`src/hw/rtl/gfc_front.sv`:
```
// ----------------------------------------------------------------------------
// gfc_front: input stage of the gammatone filter channel
// Accepts sample words, splits sample and block start flag, and holds them
// in a two-entry queue in front of the arithmetic sequencer.
// ----------------------------------------------------------------------------
`timescale 1ns / 1ps
`default_nettype none

module gfc_front #(
   parameter int SAMPLE_WIDTH = 16
) (
   input  logic                           clock,
   input  logic                           reset,
   input  logic                           in_valid,
   output logic                           in_ready,
   input  logic signed [SAMPLE_WIDTH-1:0] in_sample,
   input  logic                           in_block_start,
   output logic                           q_valid,
   input  logic                           q_ready,
   output logic signed [SAMPLE_WIDTH-1:0] q_sample,
   output logic                           q_block_start
);

   logic signed [SAMPLE_WIDTH-1:0] sample_mem_ff [2];
   logic                           start_mem_ff  [2];
   logic                           wr_ptr_ff, rd_ptr_ff;
   logic [1:0]                     count_ff;
   logic                           push, pop;

   assign in_ready      = (count_ff != 2'd2);
   assign q_valid       = (count_ff != 2'd0);
   assign q_sample      = sample_mem_ff[rd_ptr_ff];
   assign q_block_start = start_mem_ff[rd_ptr_ff];
   assign push          = in_valid & in_ready;
   assign pop           = q_valid & q_ready;

   // queue storage
   always_ff @(posedge clock) begin
      if (push) begin
         sample_mem_ff[wr_ptr_ff] <= in_sample;
         start_mem_ff[wr_ptr_ff]  <= in_block_start;
      end
   end

   // pointers and fill count
   always_ff @(posedge clock) begin
      if (reset) begin
         wr_ptr_ff <= 1'b0;
         rd_ptr_ff <= 1'b0;
         count_ff  <= 2'd0;
      end else begin
         if (push) wr_ptr_ff <= ~wr_ptr_ff;
         if (pop)  rd_ptr_ff <= ~rd_ptr_ff;
         if (push && !pop)      count_ff <= count_ff + 2'd1;
         else if (pop && !push) count_ff <= count_ff - 2'd1;
      end
   end

endmodule

`default_nettype wire

```
`config.mk`:
```
export PLATFORM = sky130hd
export DESIGN_NAME = gfc_front
export DESIGN_NICKNAME = d
export VERILOG_FILES = /design/src/hw/rtl/gfc_front.sv
export SDC_FILE = /design/constraint.sdc
export NUM_CORES = 1
export LEC_CHECK = 0
export BUFFER_PORTS_ARGS = -buffer_cell sky130_fd_sc_hd__clkbuf_2
export CORE_ASPECT_RATIO = 0.5
export CORE_MARGIN = 8
export CORE_UTILIZATION = 30
export DETAILED_ROUTE_END_ITERATION = 8
export GPL_TIMING_DRIVEN = 0
export SLEW_MARGIN = 25
export SYNTH_ARGS = -nofsm -noshare
export SYNTH_HDL_FRONTEND = slang
export SYNTH_SLANG_ARGS = --single-unit
```
`constraint.sdc`:
```
create_clock -name clock -period 1.52 [get_ports clock]
set_input_delay 0.076 -clock clock [delete_from_list [all_inputs] [get_ports clock]]
set_output_delay 0.076 -clock clock [all_outputs]
set_load 0.02 [all_outputs]
```
Word level (Yosys, flattened, before mapping) --
Memory sizes are Yosys's and may differ from the RTL's. A register that Yosys moved wholly into a read port is not among the register bits. Cells that the tools add are included.
Operators by class: equality and inequality tests 1, bitwise logic cells 4, reduce and logical (&&, ||, !) cells 6, muxes and demuxes 8, add/sub/neg operators 2
Operator list (number):
- $mux W1 | 6
- $mux W2 | 2
- $reduce_bool A2 Y1 | 2
- $add A2 B1 Y2 const B | 1
- $and A1 B1 Y1 | 2
- $logic_and A1 B1 Y1 | 2
- $logic_not A1 Y1 | 2
- $ne A2 B2 Y1 const B | 1
- $not A1 Y1 | 2
- $sub A2 B1 Y2 const B | 1
Storage, ports and cells: flip-flop bits (word level) 4, memories 2, memory bits (writable) 34, word-level logic and storage cells 26, output and inout port bits 19, input bits 21
Memory list:
- sample_mem_ff | words 2, width 16, read ports 1, clocked after memory_dff 1, write ports 1, RTL line 24 | logic signed [SAMPLE_WIDTH-1:0] sample_mem_ff [2];
- start_mem_ff | words 2, width 1, read ports 1, clocked after memory_dff 1, write ports 1, RTL line 25 | logic start_mem_ff [2];

Longest topological paths before layout --
Gate-level depths: netlist (run 1).
depth after elaboration 6, mapped depth 6, depth with buffers taken out 6

Worst setup path after synthesis (run 1) --
Ideal clock, no wire load.
path type register to register, from register count_ff[0], to register count_ff[1], path buffers 0, cell stages (with the launch flop) 6, data required time 1.450 ns, slack -0.145 ns, clock period less this slack 1.665 ns, data arrival time 1.595 ns, path through dfxtp_1 nand2b_1 and2_1 ha_1 or3_1 a21oi_1
Between the ends: cells in the longest elaborated chain, start to end 5, elaborated cells between the ends (all ways) 13, classes of those cells 2 x add/sub; 1 x eq/ne; 2 x mux; 2 x bitwise; 6 x reduce/logical
Ends and longest elaborated chain:
- from (decl) | RTL line 27 | logic [1:0] count_ff;
- from (signal assigned) | RTL line 54 | if (push && !pop) count_ff <= count_ff + 2'd1;
- from (signal assigned) | RTL line 55 | else if (pop && !push) count_ff <= count_ff - 2'd1;
- $ne A2 B2 Y1 (*) | RTL line 30 | assign in_ready = (count_ff != 2'd2);
- via in_ready | RTL line 15 | output logic in_ready,
- $and A1 B1 Y1 (*) | RTL line 34 | assign push = in_valid & in_ready;
- via push | RTL line 28 | logic push, pop;
- $logic_not A1 Y1 | RTL line 55
- $logic_and A1 B1 Y1 | RTL line 55
- $reduce_bool A2 Y1 (no line)
The timed path passes the listed nets; every way through them passes the cells marked *. The select of a mux whose other input is x is not followed. A chain may end at the register's enable or synchronous reset.

Final worst setup path (run 1) --
from register count_ff[0], to register count_ff[1]
Between the ends: cells in the longest elaborated chain, start to end 5, elaborated cells between the ends (all ways) 13, classes of those cells 2 x add/sub; 1 x eq/ne; 2 x mux; 2 x bitwise; 6 x reduce/logical
Ends and longest elaborated chain (RTL line):
- $ne A2 B2 Y1 (*) | 30
- $and A1 B1 Y1 (*) | 34
- via push | 28
- $logic_not A1 Y1 | 55
- $logic_and A1 B1 Y1 | 55
- $reduce_bool A2 Y1 (no line)
Marked as above.

==> flow_metrics.env, run 1 <==
export IMPL_status="finished clean"
export IMPL_netlist_instances=77
export IMPL_setup_tns_ps=0
export IMPL_synth_compound_area_frac=0.0207
export IMPL_num_io_pins=40
export IMPL_finalPower_mw=3.28
export IMPL_synth_seq_cells=39
export IMPL_clk_pin_slew_ps=70
export IMPL_grt_pass1_wl_mm=4.49
export IMPL_grtUsageTotal=0.0818
export IMPL_cp_startpoint="count_ff[0]"
export IMPL_cts_root_buf="clkbuf_8"
export IMPL_synthAdderAreaFrac=0.00864
export IMPL_cp_num_buf_inv=0
export IMPL_p_leak_nw=0.790
export IMPL_cp_endpoint="count_ff[1]"
export IMPL_endpoint_kind="register"
export IMPL_synth_mux_area_frac=0.132
export IMPL_r2r_cells=6
export IMPL_path_max_fanout=5
export IMPL_yosysWarnings=0
export IMPL_maxSlewViolCount=0
export IMPL_dr_pass1_iters=4
export IMPL_required_ps=1730
export IMPL_antenna_found_initial=0
export IMPL_sequentialPowerShare=0.434
export IMPL_synth_area_per_cell_um2=18.8
export IMPL_wire_per_inst_um=13.4
export IMPL_mostFrequentLayoutCell="clkbuf_2"
export IMPL_first_iter_violations=28
export IMPL_synth_top_family_by_area="multiplexers"
export IMPL_sw_frac_of_total=0.297
export IMPL_setup_viol=0
export IMPL_mostFrequentLayoutCells="clkbuf_2, edfxtp_1, dlygate4sd3_1, mux2_2, clkbuf_8"
export IMPL_slowest_delay_ps=360
export IMPL_syn_nets=99
export IMPL_core_um2=4770
export IMPL_period_needed_ps=1490
export IMPL_layout_drive_gt1_share=0.521
export IMPL_netlist_area_leader_share=0.705
export IMPL_fin_area_um2=2070
export IMPL_synth_simple_gate_area_share=0.0346
export IMPL_diodes=0
export IMPL_fmax_mhz=673
export IMPL_cts_buffer_depth=2
export IMPL_worstSkewPairLatency_ps=290
export IMPL_pwr_density_cell_nw_per_um2=1580
export IMPL_chipHeight_um=65.1
export IMPL_internal_power_mw=2.31
export IMPL_r2r_end="count_ff[1]"
export IMPL_hpwl_mm=1.98
export IMPL_start_kind="register"
export IMPL_num_nets_final=163
export IMPL_syn2layout_area_growth_pct=43.0
export IMPL_hold_viol=0
export IMPL_clkPwrFrac=0.248
export IMPL_hold_ws_ps=127
export IMPL_p_comb_frac=0.318
export IMPL_grt_start_max_net_pins=18
export IMPL_timing_rr_start="count_ff[0]"
export IMPL_die_area_um2=7440
export IMPL_cts_tree="yes"
export IMPL_path_cells="nand2b_4 -> and2_4 -> ha_4 -> xor2_1 -> or3_1 -> a21oi_1"
export IMPL_worstMarginPinSlew_ps=426
export IMPL_netlist_top_cells_area="edfxtp_1, mux2_2, dfxtp_1"
export IMPL_crit_cells=6
export IMPL_htreeDepth=2
export IMPL_synthesis_area_um2=1450
export IMPL_wl_mm=2.85
export IMPL_cts_made_buffers=5
export IMPL_drtAntennaViolNets=0
export IMPL_avgViaCountPerCell=4.10
export IMPL_synth_area_leader_cell="edfxtp_1"
export IMPL_cp_slowest_cell="dfxtp_4"
export IMPL_cp_top_family="simple AND/OR/NAND/NOR gates"
export IMPL_maxCapViolations=0
export IMPL_power_switching_mw=0.972
export IMPL_place_area_um2=1740
export IMPL_rsz0062_at_grt="no"
export IMPL_place_gp_congestion=0.675
export IMPL_vias=869
export IMPL_max_slew_margin=0.716
export IMPL_start_util=0.303
export IMPL_fp_dieW_um=114
export IMPL_synth_xor_area_share=0.0182
export IMPL_period_share=0.977
export IMPL_grt_pass1_vias=951
export IMPL_arrival_ps=1700
export IMPL_portBuffers=39
export IMPL_ir_drop_v=0.000555
export IMPL_hold_class="in -> reg"
export IMPL_post_route_drc_count=0
export IMPL_yosysSeqAreaShare=0.774
export IMPL_fin_skew_ps=5.80
export IMPL_r2r_slack_ps=30
export IMPL_worstSetupPathType="reg -> reg"
export IMPL_cts_sinks=39
export IMPL_overflow=0
export IMPL_ys_types=18
export IMPL_num_rows=18
-- worst min path at each step --
stage	endpoint	depth (start not counted)	slack (ps)	from
final	wr_ptr_ff	3	130	in_valid
after floorplan	count_ff[1]	1	150	reset
after CTS	count_ff[1]	2	3	reset
after global placement	sample_mem_ff[1][15]	1	270	in_sample[15]
after detailed placement	sample_mem_ff[1][3]	1	270	in_sample[3]
after global routing	wr_ptr_ff	3	120	in_valid
-- kinds of logic (layout without fill, tap and decap cells) --
group | Yosys count | after routing
buf+inv | 3 | 68
fa+ha+maj | 1 | 1
xor+xnor | 3 | 3
simple gates | 9 | 9
mux | 17 | 17
compound gates | 5 | 5
flops | 39 | 39
-- metrics by stage --
stage	worst slack, ps	std cells	util
after floorplan	1.23	77	-
after global placement	-166	186	0.364
after detailed placement	-229	186	0.364
after CTS	1.97	211	0.430
after global routing	8.66	212	0.433
final	34.7	212	0.433
-- metal layers --
metal  vias to the layer above  global-route usage  wire length (µm)
met4                         0              0.0542                55
met1                       417              0.0864              1170
met5                         -                   0                 0
met3                         5              0.0430               274
met2                        30               0.128              1350
li1                        417                   -                 -
-- registers in the layout, summed over array words and instances, names as in the netlist, named ones only --
register,count
sample_mem_ff,32
count_ff,2
start_mem_ff,2
rd_ptr_ff,1
wr_ptr_ff,1
-- power by group through the flow --
stage          sequential, mW  combinational [mW]  clock (mW)
6_report                 1.42                1.04       0.814
3_3_place_gp             1.42               0.944           0
5_1_grt                  1.44                1.13       0.894
2_1_floorplan            1.42               0.677           0
3_5_place_dp             1.44               0.967           0
4_1_cts                  1.43                1.07       0.842
-- tightest hold or removal path: stages --
cell and delay [ps]:
clkbuf_2 110, a21bo_2 120, a21oi_1 50
-- synth_stat cells --
cell type / count
and2_1: 1
edfxtp_1: 34
nor2_1: 3
and3_1: 1
ha_1: 1
mux2_2: 17
o21ai_0: 2
dfxtp_1: 5
a21oi_1: 2
nand3b_1: 1
buf_2: 1
buf_4: 1
nand2b_1: 1
inv_1: 1
or2_2: 1
xor2_1: 3
or3_1: 1
a21bo_2: 1
-- layout make-up --
class,instances,area (µm²)
plain buffers,1,11.3
clock buffers,5,68.8
clock inverters,3,38.8
fillers,466,2710
inverters,1,7.51
multi-input cells,35,334
flip-flops and latches,39,1130
well taps,70,87.6
repair buffers,58,395
-- repair_timing --
| action | in CTS | in global routing |
|---|---|---|
| buffers inserted | 0 | 1 |
| pin swaps | 2 | 0 |
| hold buffers | 17 | 1 |
| endpoints found under the hold margin | 34 | 2 |
| endpoints found under the setup margin | 45 | 28 |
| gates resized for setup | 11 | 1 |
(Power assumes the default switching activity.)
==> run 2: changes to the inputs <==
--- a/config.mk
+++ b/config.mk
@@ -5,9 +5,9 @@
 export SDC_FILE = /design/constraint.sdc
 export NUM_CORES = 1
 export LEC_CHECK = 0
+export ABC_AREA = 1
 export BUFFER_PORTS_ARGS = -buffer_cell sky130_fd_sc_hd__clkbuf_2
 export CORE_ASPECT_RATIO = 0.5
-export CORE_MARGIN = 8
 export CORE_UTILIZATION = 30
 export DETAILED_ROUTE_END_ITERATION = 8
 export GPL_TIMING_DRIVEN = 0
==> flow_metrics.env, run 2 <==
export IMPL_status="finished clean"
export IMPL_wirelength_met1_mm=1.07
export IMPL_top_register="sample_mem_ff"
export IMPL_whs_path_depth=4
export IMPL_multiInputGateArea_um2=373
export IMPL_wl_met2_mm=1.50
export IMPL_fmax_mhz=696
export IMPL_maxCapViolations=0
export IMPL_core_um2=4640
export IMPL_hpwl_mm=1.72
export IMPL_fp_dieW_um=103
export IMPL_synthesis_area_um2=1520
export IMPL_r2r_cells=10
export IMPL_worstSkewPairLatency_ps=290
export IMPL_finalPower_mw=3.28
export IMPL_netlist_instances=90
export IMPL_cts_sinks=39
export IMPL_largest_reg_flops=32
export IMPL_cts_tree="yes"
export IMPL_path_max_fanout=10
export IMPL_path_cells="buf_6 -> buf_12 -> mux2_4 -> clkbuf_2"
export IMPL_rsz0062_at_grt="no"
export IMPL_cts_buffer_depth=2
export IMPL_start_util=0.328
export IMPL_synth_area_leader_cell="edfxtp_1"
export IMPL_vias=945
export IMPL_clk_pin_slew_ps=70
export IMPL_wl_mm=2.76
export IMPL_arrival_ps=1360
export IMPL_synth_edf_count=34
export IMPL_place_area_um2=1800
export IMPL_netlist_top_cells_area="edfxtp_1, mux2_4, dfxtp_1"
export IMPL_grt_start_max_net_pins=18
export IMPL_num_rows=17
export IMPL_mostFrequentLayoutCell="clkbuf_2"
export IMPL_r2r_slack_ps=170
export IMPL_p_leak_nw=0.877
export IMPL_wire_per_inst_um=12.2
export IMPL_avgViaCountPerCell=4.18
export IMPL_n_fill_cell=454
export IMPL_grt_pass1_wl_mm=4.35
export IMPL_pwr_density_cell_nw_per_um2=1510
export IMPL_die_area_um2=5370
export IMPL_synth_common_cells="edfxtp_1, mux2_4, nand2_1"
export IMPL_ys_types=14
export IMPL_yosysWarnings=0
export IMPL_min_to="count_ff[1]"
export IMPL_met3_length_um=104
export IMPL_num_io_pins=40
export IMPL_maxSlewViolCount=0
export IMPL_antenna_found_initial=0
export IMPL_register_area_um2=1120
export IMPL_grtUsageTotal=0.115
export IMPL_synth_area_per_cell_um2=16.9
export IMPL_r2r_end="count_ff[1]"
export IMPL_hold_class="in -> reg"
export IMPL_dr_pass1_iters=3
export IMPL_min_delay_start="reset"
export IMPL_slowest_delay_ps=330
export IMPL_post_route_drc_count=0
export IMPL_cp_slowest_cell="dfxtp_1"
export IMPL_period_needed_ps=1440
export IMPL_syn_nets=112
export IMPL_syn2layout_area_growth_pct=42.7
export IMPL_period_share=0.945
export IMPL_grt_pass1_vias=980
export IMPL_worstMarginPinSlew_ps=190
export IMPL_htreeDepth=2
export IMPL_fin_area_um2=2170
export IMPL_mostFrequentLayoutCells="clkbuf_2, edfxtp_1, dlygate4sd3_1, mux2_4, nand2_1"
export IMPL_num_nets_final=181
export IMPL_diodes=0
export IMPL_cp_top_family="buffers and inverters"
export IMPL_timing_rr_start="count_ff[0]"
export IMPL_worstSetupPathType="reg -> out"
export IMPL_ir_drop_v=0.000553
export IMPL_setup_tns_ps=0
export IMPL_place_gp_congestion=0.711
export IMPL_cts_root_buf="clkbuf_8"
export IMPL_first_iter_violations=45
export IMPL_dr_max_layer_used="met4"
export IMPL_yosysSeqAreaShare=0.737
export IMPL_start_kind="register"
export IMPL_cp_num_buf_inv=3
export IMPL_layout_drive_gt1_share=0.475
export IMPL_fin_skew_ps=10.6
export IMPL_max_slew_margin=0.873
export IMPL_synth_most_common_cell="edfxtp_1"
export IMPL_synth_seq_cells=39
export IMPL_setup_viol=0
export IMPL_netlist_area_leader_share=0.672
export IMPL_ys_flop_type="edfxtp_1"
export IMPL_cts_made_buffers=5
export IMPL_top_regs="sample_mem_ff (32), count_ff (2), start_mem_ff (2)"
export IMPL_portBuffers=39
export IMPL_synthArstFlopShare=0
export IMPL_endpoint_kind="output port"
export IMPL_drtAntennaViolNets=0
export IMPL_required_ps=1440
export IMPL_chipHeight_um=52.3
export IMPL_overflow=0
export IMPL_hold_viol=0
-- run 2: cell types whose count changed in the layout (fill, tap and decap cells not counted), sizes merged, moves of 2 or more --
cell / delta
inv: +8
nand3: +2
nor2: +4
nand2: +9
buf: +6
xor2: -3
-- run 2: worst max path at each step --
stage	startpoint	endpoint	slack (ps)	cells after the start
after CTS	count_ff[0]	sample_mem_ff[1][13]	-250	4
after floorplan	count_ff[0]	sample_mem_ff[0][0]	-50	4
after detailed placement	count_ff[0]	sample_mem_ff[1][1]	-240	4
after global placement	count_ff[0]	sample_mem_ff[1][4]	-200	4
after global routing	register	q_sample[3]	20	4
final	register	q_sample[6]	80	4
-- run 2: routing by layer --
layer / track usage / up-vias
li1: - / 460
met1: 0.114 / 459
met2: 0.211 / 17
met3: 0.0360 / 9
met4: 0.0786 / 0
met5: 0 / -
-- run 2: repair_timing --
item | in CTS | in global routing
hold buffers | 17 | 0
buffers inserted | 0 | 6
setup endpoints to repair | 34 | 37
endpoints found under the hold margin | 34 | 0
gates resized for setup | 0 | 7
pin swaps | 0 | 3
-- run 2: layout make-up --
cell class / instances / area share
plain buffers: 2 / 0.0144
clock buffers: 5 / 0.0317
clock inverters: 3 / 0.00692
inverters: 8 / 0.0138
multi-input cells: 41 / 0.172
flip-flops and latches: 39 / 0.517
well taps: 66 / 0.0381
repair buffers: 62 / 0.206
-- run 2: where the power goes --
part	internal (mW)	switching [mW]
registers	1.36	0.0572
clock network	0.311	0.350
logic	0.556	0.646
total	2.23	1.05
-- run 2: cell families after synthesis --
family,after synthesis,share of synthesized area
AO/OA/AOI/OAI,4,0.0132
adder cells (fa/ha/maj),1,0.00823
buffers and inverters,10,0.0403
flip-flops,39,0.737
multiplexers,17,0.151
AND/OR/NAND/NOR,19,0.0502
-- run 2: per-stage QoR --
stage,hold slack (ps),setup slack (ps),cells,utilization
3_5_place_dp,271,-239,195,0.389
4_1_cts,85.9,-253,220,0.444
6_report,90.7,83.4,226,0.468
5_1_grt,131,19.6,226,0.468
2_1_floorplan,175,-54.2,90,-
3_3_place_gp,266,-200,195,0.389
-- run 2: worst register-to-register path: stages (launching register included) --
cell,delay [ps]
dfxtp_1,320
inv_2,80
nand2_1,100
nand2_4,130
inv_2,60
ha_4,240
inv_1,80
nand3_1,90
nand2_1,80
inv_1,40
nor2_1,80
==> run 3: changes to the inputs <==
--- a/config.mk
+++ b/config.mk
@@ -8,9 +8,11 @@
 export ABC_AREA = 1
 export BUFFER_PORTS_ARGS = -buffer_cell sky130_fd_sc_hd__clkbuf_2
 export CORE_ASPECT_RATIO = 0.5
-export CORE_UTILIZATION = 30
+export CORE_UTILIZATION = 46
+export CTS_CLUSTER_DIAMETER = 200
 export DETAILED_ROUTE_END_ITERATION = 8
 export GPL_TIMING_DRIVEN = 0
+export PLACE_DENSITY = 0.74
 export SLEW_MARGIN = 25
 export SYNTH_ARGS = -nofsm -noshare
 export SYNTH_HDL_FRONTEND = slang
==> flow_metrics.env, run 3 (same netlist as run 2, synthesis figures left out) <==
export IMPL_status="finished clean"
export IMPL_antenna_found_initial=0
export IMPL_required_ps=1440
export IMPL_vias=872
export IMPL_ir_drop_v=0.00119
export IMPL_timing_rr_start="count_ff[0]"
export IMPL_place_area_um2=1770
export IMPL_place_gp_congestion=0.659
export IMPL_max_slew_margin=0.663
export IMPL_cts_sinks=39
export IMPL_start_kind="register"
export IMPL_portBuffers=39
export IMPL_hold_class="in -> reg"
export IMPL_fin_area_um2=2080
export IMPL_hpwl_mm=1.44
export IMPL_layout_drive_gt1_share=0.455
export IMPL_r2r_end="sample_mem_ff[1][6]"
export IMPL_grt_pass1_vias=828
export IMPL_cts_root_buf="clkbuf_8"
export IMPL_min_to="wr_ptr_ff"
export IMPL_cts_buffer_depth=2
export IMPL_overflow=0
export IMPL_path_max_fanout=10
export IMPL_worstSkewPairLatency_ps=280
export IMPL_htreeDepth=2
export IMPL_largest_reg_flops=32
export IMPL_arrival_ps=1360
export IMPL_diodes=0
export IMPL_wire_per_inst_um=11.4
export IMPL_start_util=0.496
export IMPL_pwr_density_cell_nw_per_um2=1570
export IMPL_post_cts_buffers=0
export IMPL_fin_skew_ps=2.99
export IMPL_r2r_slack_ps=140
export IMPL_fmax_mhz=697
export IMPL_maxSlewViolCount=0
export IMPL_cts_made_buffers=5
export IMPL_p_leak_nw=0.853
export IMPL_num_nets_final=175
export IMPL_setup_viol=0
export IMPL_grt_start_max_net_pins=18
export IMPL_core_um2=3070
export IMPL_cp_num_buf_inv=3
export IMPL_path_cells="buf_6 -> buf_12 -> mux2_4 -> clkbuf_2"
export IMPL_n_fill_cell=225
export IMPL_mostFrequentLayoutCells="clkbuf_2, edfxtp_1, dlygate4sd3_1, mux2_4, nand2_1"
export IMPL_first_iter_violations=20
export IMPL_crit_cells=4
export IMPL_hold_ws_ps=86.4
export IMPL_cp_slowest_cell="dfxtp_1"
export IMPL_slowest_delay_ps=320
export IMPL_top_regs="sample_mem_ff (32), count_ff (2), start_mem_ff (2)"
export IMPL_min_delay_start="reset"
export IMPL_cp_top_family="buffers and inverters"
export IMPL_post_route_drc_count=0
export IMPL_whs_path_depth=4
export IMPL_die_area_um2=3550
export IMPL_wl_mm=2.22
export IMPL_dr_pass1_iters=4
export IMPL_rsz0062_at_grt="no"
export IMPL_worstSetupPathType="reg -> out"
export IMPL_avgViaCountPerCell=4.49
export IMPL_final_util=0.678
export IMPL_fp_dieW_um=83.3
export IMPL_num_rows=14
export IMPL_hold_viol=0
export IMPL_period_share=0.944
export IMPL_mostFrequentLayoutCell="clkbuf_2"
export IMPL_syn2layout_area_growth_pct=36.7
export IMPL_num_io_pins=40
export IMPL_period_needed_ps=1430
export IMPL_grtUsageTotal=0.137
export IMPL_grt_pass1_wl_mm=3.54
export IMPL_drtAntennaViolNets=0
export IMPL_r2r_cells=4
export IMPL_clk_pin_slew_ps=70
export IMPL_cts_tree="yes"
export IMPL_chipHeight_um=42.7
export IMPL_maxCapViolations=0
export IMPL_top_register="sample_mem_ff"
export IMPL_endpoint_kind="output port"
export IMPL_worstMarginPinSlew_ps=504
==> run 3: cell count changes in the layout (fill, tap and decap cells not counted) <==
cell	previous run	this run
inv_2	2	1
buf_12	4	1
inv_1	6	7
clkinv_1	2	1
clkinvlp_4	1	0
clkinv_2	0	1
buf_4	3	0
bufinv_16	0	1
==> run 3: worst max-delay path by stage <==
stage | startpoint | to | slack, ps
after floorplan | count_ff[0] | sample_mem_ff[0][0] | -50
after global placement | count_ff[0] | sample_mem_ff[1][1] | -140
after detailed placement | count_ff[0] | sample_mem_ff[1][1] | -190
after CTS | count_ff[0] | count_ff[1] | 40
after global routing | register | q_sample[0] | 30
final | register | q_sample[11] | 90
==> run 3: worst reg2reg max path, stage by stage (launching register included) <==
cell and delay, ps:
dfxtp_1 340, inv_2 60, nand2_1 120, nand2_4 90, nor2_4 400
==> run 3: repair_timing <==
item                                    in CTS  in global routing
endpoints found under the hold margin       34                  0
resized for setup                            3                  3
hold buffers                                17                  0
pin swaps                                    0                  0
endpoints found under the setup margin      34                  2
==> run 3: area by class of cell <==
type / count / area [µm²] / share of cell area
sequential: 39 / 1120 / 0.539
multi-input combinational: 41 / 373 / 0.179
timing repair buffer: 56 / 365 / 0.176
clock buffer: 5 / 68.8 / 0.0331
tap: 40 / 50.0 / 0.0241
clock inverter: 3 / 38.8 / 0.0187
buffer: 2 / 31.3 / 0.0151
inverter: 8 / 30.0 / 0.0144
==> run 3: where the power goes <==
group / switching [mW] / total, mW / internal, mW
logic: 0.593 / 1.05 / 0.458
clock network: 0.326 / 0.806 / 0.480
registers: 0.0550 / 1.41 / 1.36
total: 0.974 / 3.27 / 2.30
==> run 3: through the flow <==
stage	instances	worst slack, ps	TNS (ps)	power, mW
floorplan	90	-54.2	-1840	2.16
global placement	169	-144	-4860	2.39
detailed placement	169	-187	-5780	2.42
CTS	194	41.5	0	3.28
global route	194	26.5	0	3.44
finish	194	85.4	0	3.27
==> run 3: layer usage <==
layer  vias up  global-route usage  share of wire
li1        447                   -              -
met1       401               0.139           0.42
met2        19               0.252           0.51
met3         5              0.0506          0.044
met4         0              0.0724          0.024
met5         -                   0              0
